===== src/rtl/rde_pkg.sv =====
`default_nettype none

package rde_pkg;

  localparam int unsigned SYM_BITS   = 8;
  localparam int unsigned SYM_VALUES = 1 << SYM_BITS;
  localparam int unsigned LEN_BITS   = 8;

  localparam logic [SYM_BITS-1:0] CH_PLUS  = 8'h2B;
  localparam logic [SYM_BITS-1:0] CH_MINUS = 8'h2D;

  localparam logic CMD_WRITE   = 1'b0;
  localparam logic CMD_CONVERT = 1'b1;

  typedef enum logic [2:0] {
    ST_IDLE,
    ST_CHECK,
    ST_DIV_START,
    ST_DIV_WAIT,
    ST_SIGN,
    ST_RD_DIG,
    ST_RD_SYM,
    ST_OUT
  } state_t;

  typedef struct packed {
    logic busy;
    logic done;
  } div_stat_t;

endpackage

`default_nettype wire


===== src/rtl/rde_div.sv =====
`default_nettype none

module rde_div #(
  parameter int unsigned WIDTH = 32
) (
  input  wire logic                          clk,
  input  wire logic                          rst,
  input  wire logic                          start,
  input  wire logic [WIDTH-1:0]              dividend,
  input  wire logic [rde_pkg::LEN_BITS-1:0]  divisor,
  output rde_pkg::div_stat_t                 stat,
  output logic      [WIDTH-1:0]              quotient,
  output logic      [rde_pkg::LEN_BITS-1:0]  remainder
);

  localparam int unsigned CW = $clog2(WIDTH + 1);
  localparam int unsigned DW = rde_pkg::LEN_BITS;

  logic          busy;
  logic          done;
  logic [CW-1:0] cnt;
  logic [DW:0]   trial;
  logic [DW:0]   diff;
  logic          fits;
  logic [DW-1:0] rem_next;

  always_comb begin
    trial    = {remainder, quotient[WIDTH-1]};
    diff     = trial - {1'b0, divisor};
    fits     = (trial >= {1'b0, divisor});
    rem_next = fits ? diff[DW-1:0] : trial[DW-1:0];
  end

  always_ff @(posedge clk) begin
    if (rst) begin
      busy <= 1'b0;
      done <= 1'b0;
      cnt  <= '0;
    end else begin
      done <= 1'b0;
      if (start && !busy) begin
        busy <= 1'b1;
        cnt  <= CW'(WIDTH);
      end else if (busy) begin
        cnt <= cnt - CW'(1);
        if (cnt == CW'(1)) begin
          busy <= 1'b0;
          done <= 1'b1;
        end
      end
    end
  end

  always_ff @(posedge clk) begin
    if (start && !busy) begin
      quotient  <= dividend;
      remainder <= '0;
    end else if (busy) begin
      quotient  <= {quotient[WIDTH-2:0], fits};
      remainder <= rem_next;
    end
  end

  assign stat.busy = busy;
  assign stat.done = done;

endmodule

`default_nettype wire


===== src/rtl/radix_digit_emitter_unit.sv =====
`default_nettype none

// Channel   Direction  Handshake            Payload
// command   in         cmd_valid/cmd_stall  command, symbol_index, symbol_byte, value
// result    out        res_valid/res_stall  out_byte, last
// config    in         cfg_write_enable     cfg_write_data (alphabet length)
//
// A write transaction leaves the sequencer idle. A convert transaction checks the alphabet,
// then runs the shared restoring divider once per digit, handles the sign in its own state,
// then emits each digit, waiting out any stall.
// Reset clears the sequencer, result valid flag, alphabet length and divider control only.
// The command channel stalls while a conversion is in progress.

module radix_digit_emitter_unit #(
  parameter int unsigned MAX_SYMBOLS = 256,
  parameter int unsigned VALUE_BITS  = 32
) (
  input  wire logic                                clk,
  input  wire logic                                rst,
  input  wire logic                                cfg_write_enable,
  input  wire logic        [rde_pkg::LEN_BITS-1:0] cfg_write_data,
  input  wire logic                                cmd_valid,
  output logic                                     cmd_stall,
  input  wire logic                                command,
  input  wire logic        [rde_pkg::SYM_BITS-1:0] symbol_index,
  input  wire logic        [rde_pkg::SYM_BITS-1:0] symbol_byte,
  input  wire logic signed [VALUE_BITS-1:0]        value,
  output logic                                     res_valid,
  input  wire logic                                res_stall,
  output logic             [rde_pkg::SYM_BITS-1:0] out_byte,
  output logic                                     last
);

  localparam int unsigned IW = (MAX_SYMBOLS > 1) ? $clog2(MAX_SYMBOLS) : 1;
  localparam int unsigned NW = $clog2(VALUE_BITS + 1);
  localparam int unsigned BW = $clog2(VALUE_BITS);
  localparam int unsigned LW = rde_pkg::LEN_BITS;
  localparam int unsigned SW = rde_pkg::SYM_BITS;

  rde_pkg::state_t    state;
  rde_pkg::state_t    state_next;
  rde_pkg::div_stat_t div_stat;

  logic [LW-1:0]         alphabet_length;
  logic [SW-1:0]         symbol_table [MAX_SYMBOLS];
  logic [LW-1:0]         digit_buffer [VALUE_BITS];
  logic [SW-1:0]         tbl_rdata;
  logic [IW-1:0]         tbl_raddr;
  logic [LW-1:0]         dig_q;
  logic [SW-1:0]         out_data;
  logic [rde_pkg::SYM_VALUES-1:0] seen;
  logic [LW:0]           ck;
  logic                  rd_pend;
  logic                  neg;
  logic [VALUE_BITS-1:0] mag;
  logic [VALUE_BITS-1:0] value_u;
  logic [VALUE_BITS-1:0] quotient;
  logic [LW-1:0]         remainder;
  logic [NW-1:0]         nd;
  logic [NW-1:0]         nd_m1;

  logic accept;
  logic is_write;
  logic write_ok;
  logic len_ok;
  logic issue;
  logic bad;
  logic out_free;
  logic div_start;
  logic load_out;
  logic load_last;
  logic quot_zero;

  assign accept    = cmd_valid && !cmd_stall;
  assign is_write  = (command == rde_pkg::CMD_WRITE);
  assign write_ok  = ({1'b0, symbol_index} < (LW + 1)'(MAX_SYMBOLS));
  assign len_ok    = (alphabet_length >= LW'(2)) &&
                     ({1'b0, alphabet_length} <= (LW + 1)'(MAX_SYMBOLS));
  assign issue     = (ck < {1'b0, alphabet_length});
  assign bad       = rd_pend && ((tbl_rdata == rde_pkg::CH_PLUS) ||
                     (tbl_rdata == rde_pkg::CH_MINUS) || seen[tbl_rdata]);
  assign out_free  = !res_valid || !res_stall;
  assign quot_zero = (quotient == '0);
  assign nd_m1     = nd - NW'(1);
  assign value_u   = value;

  always_comb begin
    state_next = state;
    case (state)
      rde_pkg::ST_IDLE: begin
        if (accept && !is_write && len_ok) begin
          state_next = rde_pkg::ST_CHECK;
        end
      end
      rde_pkg::ST_CHECK: begin
        if (bad) begin
          state_next = rde_pkg::ST_IDLE;
        end else if (!issue && !rd_pend) begin
          state_next = rde_pkg::ST_DIV_START;
        end
      end
      rde_pkg::ST_DIV_START: begin
        state_next = rde_pkg::ST_DIV_WAIT;
      end
      rde_pkg::ST_DIV_WAIT: begin
        if (div_stat.done) begin
          state_next = quot_zero ? rde_pkg::ST_SIGN : rde_pkg::ST_DIV_START;
        end
      end
      rde_pkg::ST_SIGN: begin
        if (!neg || out_free) begin
          state_next = rde_pkg::ST_RD_DIG;
        end
      end
      rde_pkg::ST_RD_DIG: begin
        state_next = rde_pkg::ST_RD_SYM;
      end
      rde_pkg::ST_RD_SYM: begin
        state_next = rde_pkg::ST_OUT;
      end
      rde_pkg::ST_OUT: begin
        if (out_free) begin
          state_next = (nd == NW'(1)) ? rde_pkg::ST_IDLE : rde_pkg::ST_RD_DIG;
        end
      end
      default: begin
        state_next = rde_pkg::ST_IDLE;
      end
    endcase
  end

  always_comb begin
    cmd_stall = 1'b1;
    div_start = 1'b0;
    load_out  = 1'b0;
    load_last = 1'b0;
    out_data  = tbl_rdata;
    tbl_raddr = ck[IW-1:0];
    case (state)
      rde_pkg::ST_IDLE: begin
        cmd_stall = 1'b0;
      end
      rde_pkg::ST_DIV_START: begin
        div_start = 1'b1;
      end
      rde_pkg::ST_SIGN: begin
        load_out = neg && out_free;
        out_data = rde_pkg::CH_MINUS;
      end
      rde_pkg::ST_RD_SYM: begin
        tbl_raddr = dig_q[IW-1:0];
      end
      rde_pkg::ST_OUT: begin
        tbl_raddr = dig_q[IW-1:0];
        load_out  = out_free;
        load_last = (nd == NW'(1));
      end
      default: begin
        cmd_stall = 1'b1;
      end
    endcase
  end

  always_ff @(posedge clk) begin
    if (rst) begin
      state           <= rde_pkg::ST_IDLE;
      alphabet_length <= '0;
      res_valid       <= 1'b0;
    end else begin
      state <= state_next;
      if (cfg_write_enable) begin
        alphabet_length <= cfg_write_data;
      end
      if (load_out) begin
        res_valid <= 1'b1;
      end else if (!res_stall) begin
        res_valid <= 1'b0;
      end
    end
  end

  always_ff @(posedge clk) begin
    if (accept && is_write && write_ok) begin
      symbol_table[symbol_index[IW-1:0]] <= symbol_byte;
    end
    tbl_rdata <= symbol_table[tbl_raddr];
  end

  always_ff @(posedge clk) begin
    if (state == rde_pkg::ST_DIV_WAIT && div_stat.done) begin
      digit_buffer[nd[BW-1:0]] <= remainder;
    end
    dig_q <= digit_buffer[nd_m1[BW-1:0]];
  end

  always_ff @(posedge clk) begin
    if (load_out) begin
      out_byte <= out_data;
      last     <= load_last;
    end
    if (accept && !is_write) begin
      neg     <= value_u[VALUE_BITS-1];
      mag     <= value_u[VALUE_BITS-1] ? (~value_u + VALUE_BITS'(1)) : value_u;
      seen    <= '0;
      ck      <= '0;
      rd_pend <= 1'b0;
      nd      <= '0;
    end else begin
      if (state == rde_pkg::ST_CHECK) begin
        rd_pend <= issue;
        if (issue) begin
          ck <= ck + (LW + 1)'(1);
        end
        if (rd_pend) begin
          seen[tbl_rdata] <= 1'b1;
        end
      end
      if (state == rde_pkg::ST_DIV_WAIT && div_stat.done) begin
        mag <= quotient;
        nd  <= nd + NW'(1);
      end
      if (state == rde_pkg::ST_OUT && out_free) begin
        nd <= nd_m1;
      end
    end
  end

  rde_div #(
    .WIDTH (VALUE_BITS)
  ) u_div (
    .clk       (clk),
    .rst       (rst),
    .start     (div_start),
    .dividend  (mag),
    .divisor   (alphabet_length),
    .stat      (div_stat),
    .quotient  (quotient),
    .remainder (remainder)
  );

endmodule

`default_nettype wire


===== config.mk =====
export PLATFORM = sky130hd
export DESIGN_NAME = radix_digit_emitter_unit
export DESIGN_NICKNAME = d
export VERILOG_FILES = /design/src/rtl/rde_pkg.sv /design/src/rtl/rde_div.sv /design/src/rtl/radix_digit_emitter_unit.sv
export SDC_FILE = /design/constraint.sdc
export NUM_CORES = 2
export LEC_CHECK = 0
export BUFFER_PORTS_ARGS = -buffer_cell sky130_fd_sc_hd__clkbuf_2
export CAP_MARGIN = 25
export CORE_ASPECT_RATIO = 1.2
export CORE_MARGIN = 2
export CORE_UTILIZATION = 50
export CTS_CLUSTER_DIAMETER = 150
export DETAILED_ROUTE_END_ITERATION = 12
export HOLD_SLACK_MARGIN = 0.08
export PLACE_DENSITY = 0.75
export SYNTH_ARGS = -nofsm -noshare
export SYNTH_HDL_FRONTEND = slang
export SYNTH_SLANG_ARGS = --single-unit

===== constraint.sdc =====
create_clock -name clk -period 7.42 [get_ports clk]
set_input_delay 1.484 -clock clk [delete_from_list [all_inputs] [get_ports clk]]
set_output_delay 1.484 -clock clk [all_outputs]
set_load 0.03 [all_outputs]

==> flow_summary.yaml <==
synth:
  ys_types: 70
  async_flop_share_pct: 0
  yosys_register_bits: 2694
  synth_cells: 7195
  netlist.area_leader.share_pct: 66.93
  syn_area_per_cell_sq_um: 14.83
  synthAdderAreaFrac_pct: 0.3002
  synth-xor-area-share_pct: 0.4187
  synthMuxAreaShare_pct: 9.512
  synth_flop_cell: "edfxtp_1"
  ys_warn_count: 0
  yosys.area.top_type: "edfxtp_1"
  ys_seq_area_share_pct: 72.86
  synth-compound-area-share_pct: 5.365
  synth-edff-count: 2378
  syn_nets: 7282
  synth_top_family_by_area: "simple AND/OR/NAND/NOR gates"
  syn_area_sq_mm: 0.1067
  synthSimpleGateAreaFrac_pct: 9.667
  synth_area_leaders: "edfxtp_1 (67%), mux4_2 (6.5%), dfxtp_1 (5.9%), nand2_1 (4.3%), mux2i_1 (2.5%)"
power:
  swShare_pct: 29.07
  ir_drop_mv: 0.3197
  intPower_mw: 27.09
  clock_power_share_pct: 35.0
  p_comb_share_pct: 20.3
  leakage_nw: 39.00
  p_switching_mw: 11.10
  power_density_mw_per_mm2: 321.1
  p_seq_share_pct: 44.7
sta:
  fin_setup_tns_ns: 0
  finalMaxSlewViolations: 0
  fin_crit_sh_pct: 70.80
  worst_clock_skew_ns: 0.06529
  slew_headroom_pct: 9.720
  rsz0062_at_grt: "false"
  setup_viol: 0
  fmax_mhz: 190.4
  whs_ns: 0.4605
  finalCriticalPeriod_ns: 5.253
  worst_slew_pin_slew_ns: 1.354
  hold_viol: 0
detailed_routing:
  vias_per_cell: 6.238
  drc: 0
  drtAntennaViolNets: 0
  firstDrtPassIters: 6
  drt_iter0_drc: 8882
  via_count: 63690
  totalWireLength_um: 273100
  wl_per_cell_um: 26.75
global_route:
  grt_start_max_net_pins: 199
  grt_pass1_vias: 62250
  grt_overflow: 0
  grt_pass1_wl_um: 403100
  antenna_found_initial: 8
  gr-usage-all-layers_pct: 24.79
min_path:
  hp-class: "reg -> reg"
  min_path_cells: 2
  hp-start: "seen[126]"
  hold_end: "seen[126]"
worst_setup_path:
  critPathCaptureType: "flip-flop"
  crit_type: "reg -> reg"
  crit_arrival_ns: 5.80
  cp.required_ns: 7.97
  timing.rr.end: "symbol_table[188][6]"
  rr_startpoint: "state[0]"
  reg2reg_slack_ns: 2.17
  crit_path_max_fanout: 17
  r2r_cells: 7
  start_kind: "flip-flop"
die:
  die_y_um: 510.0
  die_area_sq_mm: 0.2171
  core_area_sq_mm: 0.2120
  placementRows: 185
  die_x_um: 425.7
  design.portCount: 73
  initial_core_util_pct: 50.32
placement:
  place_congestion: 0.9440
  dp.final_hpwl_um: 163700
  placed_cell_area_sq_mm: 0.1102
  portBuffers: 72
  placed_cells: 9719
cts:
  postCtsSetupBuffers: 0
  cts-root-buf: "clkbuf_16"
  cts_buffers: 279
  post_cts_resized: 0
  cts_htree_levels: 5
  cts_tree: "done"
  cts_hold_buf: 0
  clk_pin_slew_worst_paths_ns: 0.06
  clk_latency_ns: 0.95
  cts.sinks: 2694
  ctsLongestPathBuffers: 4
cells_and_area:
  mostFrequentLayoutCells: "edfxtp_1 (2378), nand2_1 (1208), nor2_1 (627), dfxtp_1 (312)"
  final_cell_count_no_fill: 10210
  drive_gt1_share_pct: 13.46
  area.growth.synth_to_final_pct: 11.48
  final_common_cell: "edfxtp_1"
  fin_area_sq_mm: 0.1189
  final_nets: 7291
  fin_util_pct: 56.09
outcome:
  status: "finished, final reports clean"
run:
  max-cap-violations: 0
[metal layers]
metal  vias up  GRT usage (%)  wire length, um
met2      3804          40.10           131800
li1      27350              -                -
met1     31780          31.77            99310
met3       745          5.077            26910
met5         -              0               48
met4         6          12.97            15090
[cell type report]
cell class / count / area [sq um]
Fill cell: 15910 / 93090
Sequential cell: 2694 / 77740
Multi-Input combinational cell: 4007 / 27260
Clock buffer: 359 / 7536
Tap cell: 2805 / 3510
Timing Repair Buffer: 194 / 1714
Clock inverter: 115 / 1041
Inverter: 28 / 112.6
Antenna cell: 7 / 17.52
[per-stage QoR]
stage | setup WS (ns) | power (mW)
5_1_grt | 2.154 | 39.29
2_1_floorplan | 3.262 | 22.26
6_report | 2.167 | 38.19
4_1_cts | 2.335 | 38.14
3_5_place_dp | 1.778 | 24.95
3_3_place_gp | 1.864 | 24.78
[worst max-delay path, stage by stage (launching register included)]
cell and delay, ns:
dfxtp_1 0.49, or3_1 0.48, nor3b_1 0.89, buf_4 0.31, nand2_1 0.07, nor2_1 0.69
nand3_1 0.94, nor2_1 0.98
[Yosys cell counts (all sizes together) (5+ instances only)]
cell type and count:
clkbuf 319, nor4 21, buf 147, o31ai 12
mux2i 271, or2 8, nor3b 6, a21o 5
xnor2 14, nand2b 45, nand4 84, a22oi 18
a21oi 304, nor3 32, a31o 9, a311oi 35
a221o 46, a221oi 10, ha 24, inv 28
mux2 46, a32oi 111, and2 7, or4 9
and3 40, o21ai 101, a211oi 10, or3 10
nand2 1212, nor2 630, xor2 37, mux4 307
a31oi 129, nand3b 6, o22ai 12, o211ai 9
nor2b 17, a311o 24, o41ai 7, nand3 313
edfxtp 2378, dfxtp 316
[state kept, by name (all words and copies together), names as in the netlist, 9 cells and up]
register and cells:
seen 256, symbol_table 2048, u_div.quotient 32, digit_buffer 256
ck 9, mag 32
[power by group through the flow]
stage	Sequential [mW]	Combinational (mW)	Clock, mW
after floorplan	17.3	4.92	0
after global placement	17.4	7.37	0
after detailed placement	17.4	7.55	0
after CTS	17.1	7.60	13.5
after global routing	17.1	8.16	14.0
final	17.1	7.74	13.4
[worst max path at each step]
stage                   from                   end  slack, ns  depth (start not counted)
floorplan           value[4]               mag[28]       3.26                          9
global placement     command  symbol_table[188][2]       1.86                          7
detailed placement   command  symbol_table[188][2]       1.78                          7
CTS                 state[0]  symbol_table[188][2]       2.34                          7
global route        state[0]  symbol_table[188][2]       2.15                          7
finish              state[0]  symbol_table[188][6]       2.17                          7
[logic make-up (layout without fill, tap and decap cells)]
group                    after synthesis  after routing
other                                  0              7
adder cells (fa/ha/maj)               25             25
multiplexers                         624            624
buffers and inverters                494            696
AO/OA/AOI/OAI                        863            863
flip-flops                          2694           2694
XOR/XNOR                              51             51
AND/OR/NAND/NOR                     2444           2444
Note: power is estimated with default switching activity, not from simulation.
